**config.mk**
```make
export PLATFORM = sky130hd
export DESIGN_NAME = fp32_compare_classify_sign_unit
export DESIGN_NICKNAME = d
export VERILOG_FILES = /design/src/rtl/fccs_pkg.sv /design/src/rtl/fp32_compare_classify_sign_unit.sv /design/src/rtl/fccs_datapath.sv
export VERILOG_INCLUDE_DIRS = /design/src /design/src/rtl
export SDC_FILE = /design/constraint.sdc
export NUM_CORES = 1
export LEC_CHECK = 0
export BUFFER_PORTS_ARGS = -buffer_cell sky130_fd_sc_hd__buf_2
export CORE_ASPECT_RATIO = 1.2
export CORE_MARGIN = 1
export CORE_UTILIZATION = 40
export DETAILED_ROUTE_END_ITERATION = 16
export GPL_ROUTABILITY_DRIVEN = 0
export GPL_TIMING_DRIVEN = 1
export PLACE_DENSITY = 0.59
export SETUP_SLACK_MARGIN = 0.5
export SLEW_MARGIN = 40
export SYNTH_ARGS = -nofsm -noshare
export SYNTH_HDL_FRONTEND = slang
export SYNTH_HIERARCHICAL = 1
export SYNTH_SLANG_ARGS = --single-unit
```
**constraint.sdc**
```tcl
create_clock -name clk_i -period 4.35 [get_ports clk_i]
set_input_delay 0.2175 -clock clk_i [delete_from_list [all_inputs] [get_ports clk_i]]
set_output_delay 0.2175 -clock clk_i [all_outputs]
set_load 0.01 [all_outputs]
```
**src/rtl/fp32_compare_classify_sign_unit_defines.svh**
```systemverilog
// Assertion macros for the single-precision compare unit.
`ifndef FP32_COMPARE_CLASSIFY_SIGN_UNIT_DEFINES_SVH
`define FP32_COMPARE_CLASSIFY_SIGN_UNIT_DEFINES_SVH

// Same-cycle implication, held off during reset.
`define FCCS_ASSERT_IMP(label, clk, rst_n, ante, cons, msg) \
  label: assert property (@(posedge clk) disable iff (!(rst_n)) (ante) |-> (cons)) \
    else $error(msg);

// Next-cycle implication, held off during reset.
`define FCCS_ASSERT_NXT(label, clk, rst_n, ante, cons, msg) \
  label: assert property (@(posedge clk) disable iff (!(rst_n)) (ante) |=> (cons)) \
    else $error(msg);

`endif

```
**src/rtl/fccs_pkg.sv**
```systemverilog
package fccs_pkg;

  typedef enum logic [3:0] {
    KIND_SGNJ    = 4'd0,
    KIND_SGNJN   = 4'd1,
    KIND_SGNJX   = 4'd2,
    KIND_MIN     = 4'd3,
    KIND_MAX     = 4'd4,
    KIND_EQ      = 4'd5,
    KIND_LT      = 4'd6,
    KIND_LE      = 4'd7,
    KIND_CLASS   = 4'd8,
    KIND_MV_F2I  = 4'd9,
    KIND_MV_I2F  = 4'd10
  } kind_e;

  localparam logic [31:0] CanonNan = 32'h7FC0_0000;
  localparam logic [31:0] BoxHigh  = 32'hFFFF_FFFF;

  // Kind kept as raw bits: codes 11 to 15 must pass as a no-op.
  typedef struct packed {
    logic [3:0]  kind;
    logic [31:0] first_operand;
    logic [31:0] second_operand;
  } req_t;

  typedef struct packed {
    logic [63:0] result_value;
    logic        to_integer_reg;
    logic        invalid_flag;
  } res_t;

endpackage

```
**src/rtl/fp32_compare_classify_sign_unit.sv**
```systemverilog
// Channel   Direction  Handshake            Payload
// command   in         start && !busy       in_i     (fccs_pkg::req_t)
// result    out        done_o, one cycle    result_o (fccs_pkg::res_t)
//
// An accepted command passes through the operand register, then through the
// compare/classify logic into the result register, which drives done_o.
// A new transaction may be taken every cycle; busy stays low.
// Reset clears only the two valid flags; payload registers are not reset.
// The receiver cannot stall, so nothing is ever held back.
`include "fp32_compare_classify_sign_unit_defines.svh"

module fp32_compare_classify_sign_unit (
  input  logic           clk_i,
  input  logic           rst_ni,
  input  logic           start,
  output logic           busy,
  input  fccs_pkg::req_t in_i,
  output logic           done_o,
  output fccs_pkg::res_t result_o
);

  logic           accept;
  logic           req_valid_q;
  fccs_pkg::req_t req_q;
  fccs_pkg::res_t res_d;
  logic           res_valid_q;
  fccs_pkg::res_t res_q;
  logic [32:0]    res_top;
  logic           float_nz;
  logic           int_hi;

  // Fully pipelined, never refuses a command.
  assign busy   = 1'b0;
  assign accept = start && !busy;

  // Control flags: operand stage valid and result strobe.
  always_ff @(posedge clk_i or negedge rst_ni) begin
    if (!rst_ni) begin
      req_valid_q <= 1'b0;
      res_valid_q <= 1'b0;
    end else begin
      req_valid_q <= accept;
      res_valid_q <= req_valid_q;
    end
  end

  // Operand register, loaded only on a transaction.
  always_ff @(posedge clk_i) begin
    if (accept) begin
      req_q <= in_i;
    end
  end

  // All the operation logic sits here, between the two registers.
  fccs_datapath u_datapath (
    .req_i (req_q),
    .res_o (res_d)
  );

  always_ff @(posedge clk_i) begin
    if (req_valid_q) begin
      res_q <= res_d;
    end
  end

  assign done_o   = res_valid_q;
  assign result_o = res_q;

  // Upper half plus the low word's sign bit, for the boxing and extension checks.
  assign res_top  = result_o.result_value[63:31];
  assign float_nz = done_o && !result_o.to_integer_reg && (result_o.result_value != 64'd0);
  assign int_hi   = done_o && result_o.to_integer_reg && (res_top[32:1] != 32'd0);

  // Every accepted transaction yields its result strobe on done_o.
  `FCCS_ASSERT_IMP(a_latency, clk_i, rst_ni, accept, ##2 done_o, "result strobe missing")
  // A strobe only follows a filled operand stage.
  `FCCS_ASSERT_NXT(a_no_spurious, clk_i, rst_ni, !req_valid_q, !done_o, "spurious result")
  // Non-zero float results are NaN-boxed.
  `FCCS_ASSERT_IMP(a_boxed, clk_i, rst_ni, float_nz, &res_top[32:1], "float result not boxed")
  // Integer results have an all-zero or all-one upper half.
  `FCCS_ASSERT_IMP(a_sext, clk_i, rst_ni, int_hi, &res_top, "integer result not sign-extended")

endmodule

```
**src/rtl/fccs_datapath.sv**
```systemverilog
module fccs_datapath (
  input  fccs_pkg::req_t req_i,
  output fccs_pkg::res_t res_o
);

  logic [31:0] a, b;
  logic        nan_a, nan_b, snan_a, snan_b, any_nan, any_snan;
  logic        zero_both;
  logic [31:0] key_a, key_b;
  logic        key_lt, key_gt, lt_ab, eq_ab;
  logic [31:0] min_val, max_val;
  logic [9:0]  class_mask;
  logic [7:0]  exp_a;
  logic [22:0] man_a;

  assign a = req_i.first_operand;
  assign b = req_i.second_operand;

  assign nan_a    = (a[30:23] == 8'hFF) && (a[22:0] != 23'd0);
  assign nan_b    = (b[30:23] == 8'hFF) && (b[22:0] != 23'd0);
  assign snan_a   = nan_a && !a[22];
  assign snan_b   = nan_b && !b[22];
  assign any_nan  = nan_a || nan_b;
  assign any_snan = snan_a || snan_b;

  assign zero_both = (a[30:0] == 31'd0) && (b[30:0] == 31'd0);

  // monotone unsigned key, -0 just below +0
  assign key_a = a[31] ? ~a : {1'b1, a[30:0]};
  assign key_b = b[31] ? ~b : {1'b1, b[30:0]};
  assign key_lt = key_a < key_b;
  assign key_gt = key_a > key_b;

  assign lt_ab = !zero_both && key_lt;
  assign eq_ab = (a == b) || zero_both;

  always_comb begin
    priority if (nan_a && nan_b) begin
      min_val = fccs_pkg::CanonNan;
      max_val = fccs_pkg::CanonNan;
    end else if (nan_a) begin
      min_val = b;
      max_val = b;
    end else if (nan_b) begin
      min_val = a;
      max_val = a;
    end else if (zero_both) begin
      min_val = a[31] ? a : b;
      max_val = a[31] ? b : a;
    end else begin
      min_val = key_lt ? a : b;
      max_val = key_gt ? a : b;
    end
  end

  assign exp_a = a[30:23];
  assign man_a = a[22:0];

  always_comb begin
    class_mask = '0;
    priority if (exp_a == 8'hFF) begin
      if (man_a == 23'd0) begin
        class_mask[a[31] ? 4'd0 : 4'd7] = 1'b1;
      end else begin
        class_mask[a[22] ? 4'd9 : 4'd8] = 1'b1;
      end
    end else if (exp_a == 8'h00) begin
      if (man_a == 23'd0) begin
        class_mask[a[31] ? 4'd3 : 4'd4] = 1'b1;
      end else begin
        class_mask[a[31] ? 4'd2 : 4'd5] = 1'b1;
      end
    end else begin
      class_mask[a[31] ? 4'd1 : 4'd6] = 1'b1;
    end
  end

  always_comb begin
    res_o = '0;
    unique case (req_i.kind)
      fccs_pkg::KIND_SGNJ: begin
        res_o.result_value = {fccs_pkg::BoxHigh, b[31], a[30:0]};
      end
      fccs_pkg::KIND_SGNJN: begin
        res_o.result_value = {fccs_pkg::BoxHigh, ~b[31], a[30:0]};
      end
      fccs_pkg::KIND_SGNJX: begin
        res_o.result_value = {fccs_pkg::BoxHigh, a[31] ^ b[31], a[30:0]};
      end
      fccs_pkg::KIND_MIN: begin
        res_o.result_value = {fccs_pkg::BoxHigh, min_val};
        res_o.invalid_flag = any_snan;
      end
      fccs_pkg::KIND_MAX: begin
        res_o.result_value = {fccs_pkg::BoxHigh, max_val};
        res_o.invalid_flag = any_snan;
      end
      fccs_pkg::KIND_EQ: begin
        res_o.to_integer_reg = 1'b1;
        res_o.result_value   = {63'd0, !any_nan && eq_ab};
        res_o.invalid_flag   = any_snan;
      end
      fccs_pkg::KIND_LT: begin
        res_o.to_integer_reg = 1'b1;
        res_o.result_value   = {63'd0, !any_nan && lt_ab};
        res_o.invalid_flag   = any_nan;
      end
      fccs_pkg::KIND_LE: begin
        res_o.to_integer_reg = 1'b1;
        res_o.result_value   = {63'd0, !any_nan && (lt_ab || eq_ab)};
        res_o.invalid_flag   = any_nan;
      end
      fccs_pkg::KIND_CLASS: begin
        res_o.to_integer_reg = 1'b1;
        res_o.result_value   = {54'd0, class_mask};
      end
      fccs_pkg::KIND_MV_F2I: begin
        res_o.to_integer_reg = 1'b1;
        res_o.result_value   = {{32{a[31]}}, a};
      end
      fccs_pkg::KIND_MV_I2F: begin
        res_o.result_value = {fccs_pkg::BoxHigh, a};
      end
      default: begin
        res_o = '0;
      end
    endcase
  end

endmodule

```
Yosys cells after proc, flatten, opt, wreduce, memory -nomap -nowiden
Index checks and enable logic that the tools add are counted.
W data, S select, Z words.

operators by class
  order comparisons = 12
  eq/ne operators = 13
  muxes and demuxes = 36
  bitwise operators = 4
  reduce and logical (&&, ||, !) cells = 33

operator list
  kind                  number
  $pmux W64 S11         1
  $mux W32              14
  $not A32 Y32          2
  $logic_not A31 Y1     2
  $reduce_bool A23 Y1   2
  $mux W10              4
  $eq A32 B32 Y1        1
  $gt A32 B32 Y1        1
  $lt A32 B32 Y1        1
  $lt A4 B5 Y1 const B  5
  $logic_not A23 Y1     1
  $demux W1 S4          5
  $ge A4 B1 Y1 const B  5
  $eq A4 B3 Y1 const B  4
  $eq A8 B8 Y1 const B  2
  $logic_and A1 B1 Y1   15
  $eq A4 B4 Y1 const B  3
  $mux W3               4
  $eq A4 B2 Y1 const B  2
  $logic_not A8 Y1      1
  $mux W1               7
  $reduce_or A5 Y1      1
  $eq A4 B1 Y1 const B  1
  $logic_not A1 Y1      4
  other kinds (7)       10

storage, ports and cells
  flip-flop bits (word level) = 136
  output and inout port bits = 68
  word-level logic and storage cells = 106

Logic depth before layout (Yosys ltp)
Gate-level depths: netlist (run 1).

  word-level depth = 9
  depth in mapped cells = 14
  gate-level depth less buffers = 10

By module
The synthesis (run 1) kept the hierarchy.

by module, submodules not included
  module                           times used  cells an instance  area each (µm²)
  fp32_compare_classify_sign_unit  1           138                4085.2
  fccs_datapath                    1           437                3144.3

Least setup slack after synthesis (run 1)
OpenSTA, ideal clock, no wires.

  path kind = register to register
  from = register req_q[31] (netlist bit)
  to = register res_q (netlist bit result_o[10]), data pin
  setup time = 0.261 ns
  data arrival time = 3.544 ns
  slack = 0.545 ns
  stages on the path, launching flop included = 14
  buffers on the path = 4
  period minus slack after synthesis = 3.805 ns
  path through = edfxtp_1 > clkbuf_1 > buf_1 > xnor2_1 > ha_1 > a21oi_1 > o21ai_0 > a221o_1 > o31a_1 > or2_2 > a32o_1 > clkbuf_1 > clkbuf_1 > a221o_1

RTL lines
  element                 line                                   text
  from (decl)             fp32_compare_classify_sign_unit.sv:24  fccs_pkg::req_t req_q;
  from (signal assigned)  fp32_compare_classify_sign_unit.sv:50  req_q <= in_i;
  to (signal assigned)    fp32_compare_classify_sign_unit.sv:62  res_q <= res_d;
  to (decl)               fp32_compare_classify_sign_unit.sv:27  fccs_pkg::res_t res_q;

==> reports/qor.yml, run 1 <==
cap_viol_max_count: 0
cts_tree: "yes"
crit_path_start_kind: "flop"
diodes: 0
async_reset_ff_frac: 0.0147
route.detailed.drc: 0
worstRegToRegCells: 13
worst_slack_ns: 0.711
coreArea_mm2: 0.0176
syn_inst: 575
vias_per_cell: 5.44
status: "finished, final reports clean"
peakVddDrop_v: 0.000313
setup_tns_ns: 0
p_int_mw: 3.07
arrival_ns: 3.81
dieWidth_um: 125
seq_area_frac_synth: 0.564
finalCriticalPeriod_ns: 3.64
syn_avg_cell_area_um2: 12.6
grt.total_usage: 0.203
path_max_fanout: 16
tightest_slew_ns: 0.694
cts.htree.levels: 4
clock_skew_ns: 0.00848
seq_power_share: 0.424
syn_area_mm2: 0.00723
initial_core_util: 0.411
antenna_found_initial: 0
p_leak_nw: 3.62
dp_slack_ns: 0.532
max_freq_mhz: 275
numCtsBuffers: 17
layout_common_cells: "buf_2 (137), edfxtp_1 (134), dlygate4sd3_1 (69)"
required_ns: 4.52
grt_max_degree: 46
p_per_area_mw_per_mm2: 436
ctsRootBufferMaster: "clkbuf_16"
rsz0062_at_grt: "false"
p_clk_frac: 0.405
endpoint_kind: "flop"
die_area_mm2: 0.0186
ant_nets: 0
routedWlPerCell_um: 18.6
power.switching_mw: 1.02
drtPass1Iterations: 6
grt_pass1_wl_mm: 28.8
hpwl_mm: 13.1
rows: 53
layout.nets: 861
setup_viol: 0
path_clk_slew_ns: 0.06
max_slew_margin: 0.538
crit_type: "flop to flop"
synth_edf_count: 134
clock-sinks: 136
wl_mm: 18.4
syn_to_final_growth_pct: 29.6
vias: 5375
first_iter_violations: 363
synth_flop_cell: "edfxtp_1"
ys.warnings.count: 6
syn-num-nets: 680
slew_violations: 0
yosysUniqueCellTypes: 52
pwr-share-comb: 0.170
clockBufferDepth: 2
swShare: 0.249
grt_overflow: 0
final_common_cell: "buf_2"
hold_viol_final: 0
drive_above_1_share: 0.255
hold_class: "input port to asynchronous set/reset pin"
io_buffers: 137
ios: 139
clock_latency_ns: 0.42
ys_seq_elements: 136
fp.dieH_um: 149
grt_pass1_vias: 5349
fin_crit_sh: 0.837
## synthesized netlist by cell type, drive strengths merged (2+ instances only)
cell,instances,share of area
o32ai,2,0.0024
xor2,32,0.039
or3,3,0.0026
nand2,32,0.017
inv,6,0.0031
o21a,2,0.0021
nor3,9,0.0062
a21o,11,0.011
o211ai,3,0.0031
buf,41,0.040
a32o,13,0.018
a211o,2,0.0024
a22oi,11,0.011
a21boi,2,0.0021
a22o,3,0.0036
xnor2,63,0.076
dfrtp,2,0.0069
o22ai,5,0.0043
clkbuf,19,0.0099
nor2b,2,0.0017
nand4,24,0.021
o21ai,22,0.016
nor2,21,0.011
nor4,19,0.019
edfxtp,134,0.56
or2,5,0.0043
nand3,7,0.0048
a221o,10,0.014
ha,34,0.059
a21oi,19,0.014
a31oi,4,0.0035
## final timing paths
path / from / to / slack, ns
setup / recovery: req_q[63] / result_o[12] / 0.71
hold / removal: rst_ni / req_valid_q / 0.11
setup reg to reg: req_q[63] / result_o[12] / 0.71
hold reg to reg: req_q[46] / result_o[16] / 0.69
max in group asynchronous: rst_ni / req_valid_q / 4.13
min in group clk_i: start / req_valid_q / 0.23
## layer usage
layer | GRT usage | share of wire | vias to the layer above
met5 | 0 | 0 | -
met4 | 0.0849 | 0.030 | 0
met3 | 0.0534 | 0.059 | 49
met2 | 0.342 | 0.50 | 242
met1 | 0.245 | 0.41 | 2560
li1 | - | - | 2524
## stage by stage
stage	area [µm²]	power (mW)	utilization	cells	hold slack, ns
4_1_cts	9360	4.11	0.532	988	0.0923
5_1_grt	9370	4.25	0.533	988	0.0962
3_5_place_dp	7940	2.39	0.452	884	0.00279
6_report	9370	4.08	0.533	988	0.114
2_1_floorplan	7230	2.19	-	575	-0.0781
3_3_place_gp	7940	2.36	0.452	884	0.00172
## logic make-up after synthesis
group	Yosys count	synth area share
other	1	0.000519
adder cells (fa/ha/maj)	34	0.0588
AND/OR/NAND/NOR	126	0.0910
flip-flops	136	0.564
XOR/XNOR	95	0.115
buffers and inverters	66	0.0535
AO/OA/AOI/OAI	117	0.118
## registers in the layout, indices dropped and copies added (netlist names)
signal,cells
req_q,68
result_o,66
done_o,1
req_valid_q,1
## power groups by stage
stage / clock, mW / sequential (mW) / combinational (mW)
3_3_place_gp: 0 / 1.76 / 0.601
6_report: 1.65 / 1.73 / 0.696
2_1_floorplan: 0 / 1.75 / 0.436
5_1_grt: 1.74 / 1.75 / 0.764
3_5_place_dp: 0 / 1.76 / 0.627
4_1_cts: 1.69 / 1.73 / 0.689
## what timing repair did
item | in CTS | in global routing
resized for setup | 0 | 2
setup buffers | 4 | 0
endpoints found under the setup margin | 2 | 12
endpoints found under the hold margin | 70 | 0
gates cloned | 0 | 0
hold buffers | 69 | 0
## worst max-delay path, stage by stage (launching register included)
cell,delay (ns)
edfxtp_1,0.43
buf_4,0.21
buf_6,0.19
xor2_1,0.18
ha_1,0.31
nand4_1,0.17
inv_1,0.06
a221o_1,0.35
o31a_1,0.29
or2_2,0.32
a22oi_1,0.24
o21ai_0,0.17
buf_4,0.21
a32o_1,0.26
## final cells by class
class | instances | area (µm²)
fillers | 1452 | 8210
flip-flops and latches | 136 | 4080
repair buffers | 222 | 1530
inverters | 6 | 22.5
clock inverters | 14 | 253
well taps | 220 | 275
clock buffers | 17 | 425
multi-input cells | 373 | 2790
No activity file was read; power rests on OpenSTA's default activity.
==> run 2: changes to the inputs <==
Settings changed: PLACE_DENSITY 0.59 to 0.61.
Clock period 4.35 ns to 3.1 ns, I/O delays scaled along.
==> run 2 against run 1 <==
The run now ends with negative setup slack left. Clock power increased by 21%. Clock skew hardly changed. Flip-flop and latch count is the same. Total power is 36% higher. Register-to-register slack worse by 0.93 ns. Highest routed layer unchanged.
==> reports/qor.yml, run 2 (synthesis results as in run 1) <==
vias: 5777  # was 5,375
status: "finished, violations left"  # was finished, final reports clean
fin_crit_sh: 1.07  # was 0.837
clock_skew_ns: 0.00832  # was 0.00848 ns
coreArea_mm2: 0.0176  # unchanged
initial_core_util: 0.411  # unchanged
first_iter_violations: 298  # was 363
final_cells: 1069  # was 988
detailroute.wirelength.met3_mm: 1.17  # was 1.09 mm
power_mw: 5.55  # was 4.08 mW
crit_path_start_kind: "flop"  # unchanged
hold_class: "input port to asynchronous set/reset pin"  # unchanged
routedWlPerCell_um: 18.2  # was 18.6 µm
wl_mm: 19.4  # was 18.4 mm
dieWidth_um: 125  # unchanged
grt_overflow: 0  # unchanged
setup_viol: 32  # was 0
p_leak_nw: 3.97  # was 3.62 nW
fin_hold_ws_ns: 0.0477  # was 0.114 ns
ant_nets: 0  # unchanged
dp_slack_ns: -0.368  # was 0.532 ns
grt.total_usage: 0.215  # was 0.203
cts.htree.levels: 4  # unchanged
nFillCells: 1416  # was 1,452
layout.nets: 942  # was 861
finalCriticalPeriod_ns: 3.32  # was 3.64 ns
path_clk_slew_ns: 0.06  # about the same
path_max_fanout: 23  # was 16
drtPass1Iterations: 5  # was 6
numCtsBuffers: 17  # unchanged
rrSetupSlack_ns: -0.22  # was 0.71 ns
ios: 139  # unchanged
syn_to_final_growth_pct: 38.1  # was 29.6%
layout_common_cells: "buf_2 (137), edfxtp_1 (134), buf_4 (92)"  # was buf_2 (137), edfxtp_1 (134), dlygate4sd3_1 (69)
top_layer: "met4"  # unchanged
clockBufferDepth: 2  # unchanged
peakVddDrop_v: 0.000372  # was 0.000313 V
grt_pass1_vias: 5804  # was 5,349
final_common_cell: "buf_2"  # unchanged
required_ns: 3.27  # was 4.52 ns
vias_per_cell: 5.40  # was 5.44
placed_cells_incl_taps: 965  # was 884
io_buffers: 137  # unchanged
largest_register_ffs: 68  # unchanged
crit_type: "flop to flop"  # unchanged
fp.dieH_um: 149  # unchanged
cts_tree: "yes"  # unchanged
violations: "negative setup slack"
grt_max_degree: 48  # was 46
hold_viol_final: 0  # unchanged
max_slew_margin: 0.531  # was 0.538
diodes: 0  # unchanged
antenna_found_initial: 0  # unchanged
drive_above_1_share: 0.342  # was 0.255
route.detailed.drc: 0  # unchanged
setup_tns_ns: -5.01  # was 0 ns
worst_slack_ns: -0.219  # was 0.711 ns
clock-sinks: 136  # unchanged
max_freq_mhz: 301  # was 275 MHz
cap_viol_max_count: 0  # unchanged
largest-register: "req_q"  # unchanged
arrival_ns: 3.49  # was 3.81 ns
endpoint_kind: "flop"  # unchanged
p_per_area_mw_per_mm2: 556  # was 436 mW/mm²
grt_pass1_wl_mm: 30.5  # was 28.8 mm
drt-met1-wl_mm: 7.85  # was 7.55 mm
slew_violations: 0  # unchanged
wl_met2_mm: 9.75  # was 9.17 mm
die_area_mm2: 0.0186  # unchanged
rows: 53  # unchanged
tightest_slew_ns: 0.703  # was 0.694 ns
ctsRootBufferMaster: "clkbuf_16"  # unchanged
rsz0062_at_grt: "true"  # was false
hpwl_mm: 13.7  # was 13.1 mm
clock_latency_ns: 0.43  # was 0.42 ns
==> run 2: cell count changes in the layout (fill, tap and decap cells not counted), moves of 3 or more <==
cell / change
buf_4: +79
nor4_1: -6
nor4_2: +5
bufinv_16: -4
clkinvlp_4: +3
o21ai_0: -3
o21ai_1: +3
==> run 2: critical path, stage by stage, from the launching register on <==
cell      delay, ns
edfxtp_1       0.41
buf_12         0.19
xor2_1         0.19
ha_1           0.30
nand4b_1       0.18
buf_4          0.15
nor2_1         0.04
a221oi_1       0.27
o211ai_1       0.21
o211ai_1       0.22
buf_4          0.16
a21oi_2        0.07
or2_4          0.31
a221o_1        0.34
==> run 2: per-stage QoR <==
step | util | instance area, µm²
5_1_grt | 0.568 | 9980
2_1_floorplan | - | 7320
6_report | 0.568 | 9980
4_1_cts | 0.564 | 9920
3_3_place_gp | 0.488 | 8570
3_5_place_dp | 0.488 | 8580
==> run 2: timing repair <==
| item | in CTS | in global routing |
|---|---|---|
| gates cloned | 1 | 0 |
| resized for setup | 12 | 9 |
| endpoints found under the setup margin | 32 | 33 |
| hold buffers | 69 | 0 |
| hold endpoints to repair | 70 | 0 |
| pin swaps | 4 | 2 |
| setup buffers | 2 | 1 |
==> run 2: layout make-up <==
| class | count | area [µm²] | area share |
|---|---|---|---|
| Sequential cell | 136 | 4080 | 0.408 |
| Multi-Input combinational cell | 374 | 2890 | 0.289 |
| Timing Repair Buffer | 302 | 2140 | 0.214 |
| Clock buffer | 17 | 425 | 0.0426 |
| Tap cell | 220 | 275 | 0.0276 |
| Clock inverter | 14 | 158 | 0.0158 |
| Inverter | 6 | 22.5 | 0.00226 |
==> run 2: power by group <==
part	internal [mW]	switching (mW)	total, mW
Sequential	2.25	0.123	2.37
Combinational	0.589	0.602	1.19
Clock	1.25	0.744	1.99
==> run 2: final timing paths <==
kind / start / endpoint / cells after the start
max: req_q[63] / result_o[11] / 13
min: rst_ni / req_valid_q / 2
max reg2reg: req_q[63] / result_o[11] / 13
min reg2reg: req_q[45] / result_o[15] / 2
max in group asynchronous: rst_ni / req_valid_q / 2
min in group clk_i: start / req_valid_q / 1
==> run 2: layer usage <==
layer	up-vias	global-route usage
met3	56	0.0420
met2	264	0.365
met5	-	0
met1	2770	0.254
met4	0	0.122
li1	2687	-
==> run 3: changes to the inputs <==
Settings changed: CORE_UTILIZATION 40 to 26, PLACE_DENSITY 0.61 to 0.43.
==> run 3 against run 2 <==
The flow still finishes with violations (negative setup slack). Via count decreased by 1.1%. Critical path type unchanged. Largest cell class unchanged. Highest routed layer unchanged. Largest power group unchanged. Cell count increased by 12%. Count of clock-buffer cells in the layout increased by 2. Clock skew increased by 0.0023 ns. Clock power increased by 15%. Maximum frequency decreased by 1.7%. Register-to-register slack got worse by 0.06 ns.
==> reports/qor.yml, run 3 (synthesis results as in run 1) <==
dp_slack_ns: -0.360  # was -0.368 ns
cap_viol_max_count: 0  # unchanged
largest_register_ffs: 68  # unchanged
status: "finished, violations left"  # unchanged
ant_nets: 0  # unchanged
crit_path_start_kind: "flop"  # unchanged
dieWidth_um: 154  # was 125 µm
grt_pass1_wl_mm: 33.2  # was 30.5 mm
required_ns: 3.27  # about the same
clock_latency_ns: 0.42  # was 0.43 ns
drtPass1Iterations: 6  # was 5
p_int_mw: 4.37  # was 4.08 mW
worst_slack_ns: -0.278  # was -0.219 ns
clock_skew_ns: 0.0107  # was 0.00832 ns
syn_to_final_growth_pct: 44.2  # was 38.1%
max_slew_margin: 0.527  # was 0.531
route.detailed.drc: 0  # unchanged
hold_viol_final: 0  # unchanged
ctsRootBufferMaster: "clkbuf_16"  # unchanged
cts_tree: "yes"  # unchanged
wl_met2_mm: 11.4  # was 9.75 mm
hold_class: "input port to asynchronous set/reset pin"  # unchanged
drt-met1-wl_mm: 8.96  # was 7.85 mm
multi_input_area_mm2: 0.00293  # was 0.00289 mm²
routedWlPerCell_um: 18.1  # was 18.2 µm
numCtsBuffers: 17  # unchanged
fin_crit_sh: 1.09  # was 1.07
slowest_delay_ns: 0.44  # was 0.41 ns
drive_above_1_share: 0.356  # was 0.342
p_leak_nw: 4.14  # was 3.97 nW
seq_power_share: 0.402  # was 0.427
die_area_mm2: 0.0285  # was 0.0186 mm²
layout.nets: 954  # was 942
violations: "negative setup slack"  # unchanged
pwr-share-comb: 0.212  # was 0.214
arrival_ns: 3.55  # was 3.49 ns
p_clk_frac: 0.386  # was 0.358
antenna_found_initial: 0  # unchanged
crit_type: "flop to flop"  # unchanged
tightest_slew_ns: 0.710  # was 0.703 ns
final_common_cell: "buf_2"  # unchanged
hpwl_mm: 15.8  # was 13.7 mm
placed_cell_area_mm2: 0.00875  # was 0.00858 mm²
ff_latch_area_mm2: 0.00408  # about the same
crit_top_cell: "buf_4"
rrSetupSlack_ns: -0.28  # was -0.22 ns
cts.htree.levels: 4  # unchanged
rows: 66  # was 53
clockBufferDepth: 2  # unchanged
clock-sinks: 136  # unchanged
power.switching_mw: 1.53  # was 1.47 mW
grt_max_degree: 42  # was 48
cp_cell_sequence: "buf_12 > buf_4 > xor2_1 > ha_1 > nand4_1 > nor4_2 > buf_4 > o31a_1 > o21ai_2 > a22oi_2 > o21ai_1 > buf_6 > a32o_1"  # was buf_12 > xor2_1 > ha_1 > nand4b_1 > buf_4 > nor2_1 > a221oi_1 > o211ai_1 > o211ai_1 > buf_4 > a21oi_2 > or2_4 > a221o_1
slew_violations: 0  # unchanged
power_mw: 5.91  # was 5.55 mW
coreArea_mm2: 0.0273  # was 0.0176 mm²
vias_per_cell: 4.76  # was 5.40
setup_viol: 32  # unchanged
grt.total_usage: 0.158  # was 0.215
fp.dieH_um: 185  # was 149 µm
grt_pass1_vias: 5981  # was 5,804
max_freq_mhz: 296  # was 301 MHz
nFillCells: 2667  # was 1,416
initial_core_util: 0.265  # was 0.411
path_max_fanout: 15  # was 23
wl_mm: 21.8  # was 19.4 mm
path_clk_slew_ns: 0.06  # about the same
layout_common_cells: "buf_2 (136), edfxtp_1 (134), buf_4 (99)"  # was buf_2 (137), edfxtp_1 (134), buf_4 (92)
design_area_mm2: 0.0104  # was 0.00998 mm²
swShare: 0.260  # was 0.265
final_util: 0.383  # was 0.568
diodes: 0  # unchanged
crit_path_top_delay_cell: "edfxtp_1"  # unchanged
top_layer: "met4"  # unchanged
endpoint_kind: "flop"  # unchanged
vias: 5716  # was 5,777
ios: 139  # unchanged
rsz0062_at_grt: "true"  # unchanged
finalCriticalPeriod_ns: 3.38  # was 3.32 ns
p_per_area_mw_per_mm2: 566  # was 556 mW/mm²
detailroute.wirelength.met3_mm: 1.01  # was 1.17 mm
peakVddDrop_v: 0.000274  # was 0.000372 V
largest-register: "req_q"  # unchanged
io_buffers: 137  # unchanged
grt_overflow: 0  # unchanged
fin_hold_ws_ns: 0.0551  # was 0.0477 ns
first_iter_violations: 261  # was 298
-- run 3: repair_timing --
item	CTS	global route
endpoints found under the setup margin	32	33
resized for setup	21	14
pin swaps	3	9
endpoints found under the hold margin	70	0
gates cloned	3	0
hold buffers	69	0
buffers inserted	5	6
-- run 3: final cells by class --
type                    count  area share
clock inverters            13      0.0217
inverters                   6     0.00216
clock buffers              19      0.0415
multi-input cells         373       0.281
flip-flops and latches    136       0.391
repair buffers            315       0.222
well taps                 340      0.0408
-- run 3: power groups by stage --
stage	Sequential [mW]	Clock [mW]	Combinational, mW
after floorplan	2.46	0	0.635
final	2.37	2.28	1.25
after CTS	2.38	2.35	1.22
after global placement	2.41	0	1.07
after global routing	2.40	2.43	1.37
after detailed placement	2.42	0	1.09
-- run 3: metal layers --
metal | global-route usage | vias to the layer above
met5 | 0 | -
met4 | 0.0548 | 0
met2 | 0.290 | 227
met3 | 0.0355 | 33
li1 | - | 2720
met1 | 0.180 | 2736
-- run 3: final timing paths --
path,startpoint,end,cells past startpoint
min reg2reg,req_q[52],result_o[22],1
max reg2reg,req_q[63],result_o[14],13
min in group clk_i,start,req_q[36],1
max in group asynchronous,rst_ni,req_valid_q,2
max,req_q[63],result_o[14],13
min,rst_ni,done_o,2
-- run 3: stage by stage --
step                std cells  setup TNS, ns
CTS                      1196          -5.17
floorplan                 575          -4.57
detailed placement       1087          -9.41
global placement         1087          -8.41
finish                   1202          -7.03
global route             1202         -12.04
-- run 3: worst max-delay path: cells and delay by family (launching register included) --
kind	cells	cell delay, ns
xor gates and xnor gates	1	0.16
DFF	1	0.44
buffers and inverters	4	0.68
adders and majority gates	1	0.33
and+or+nand+nor	2	0.49
AOI/OAI and AO/OA	5	0.99
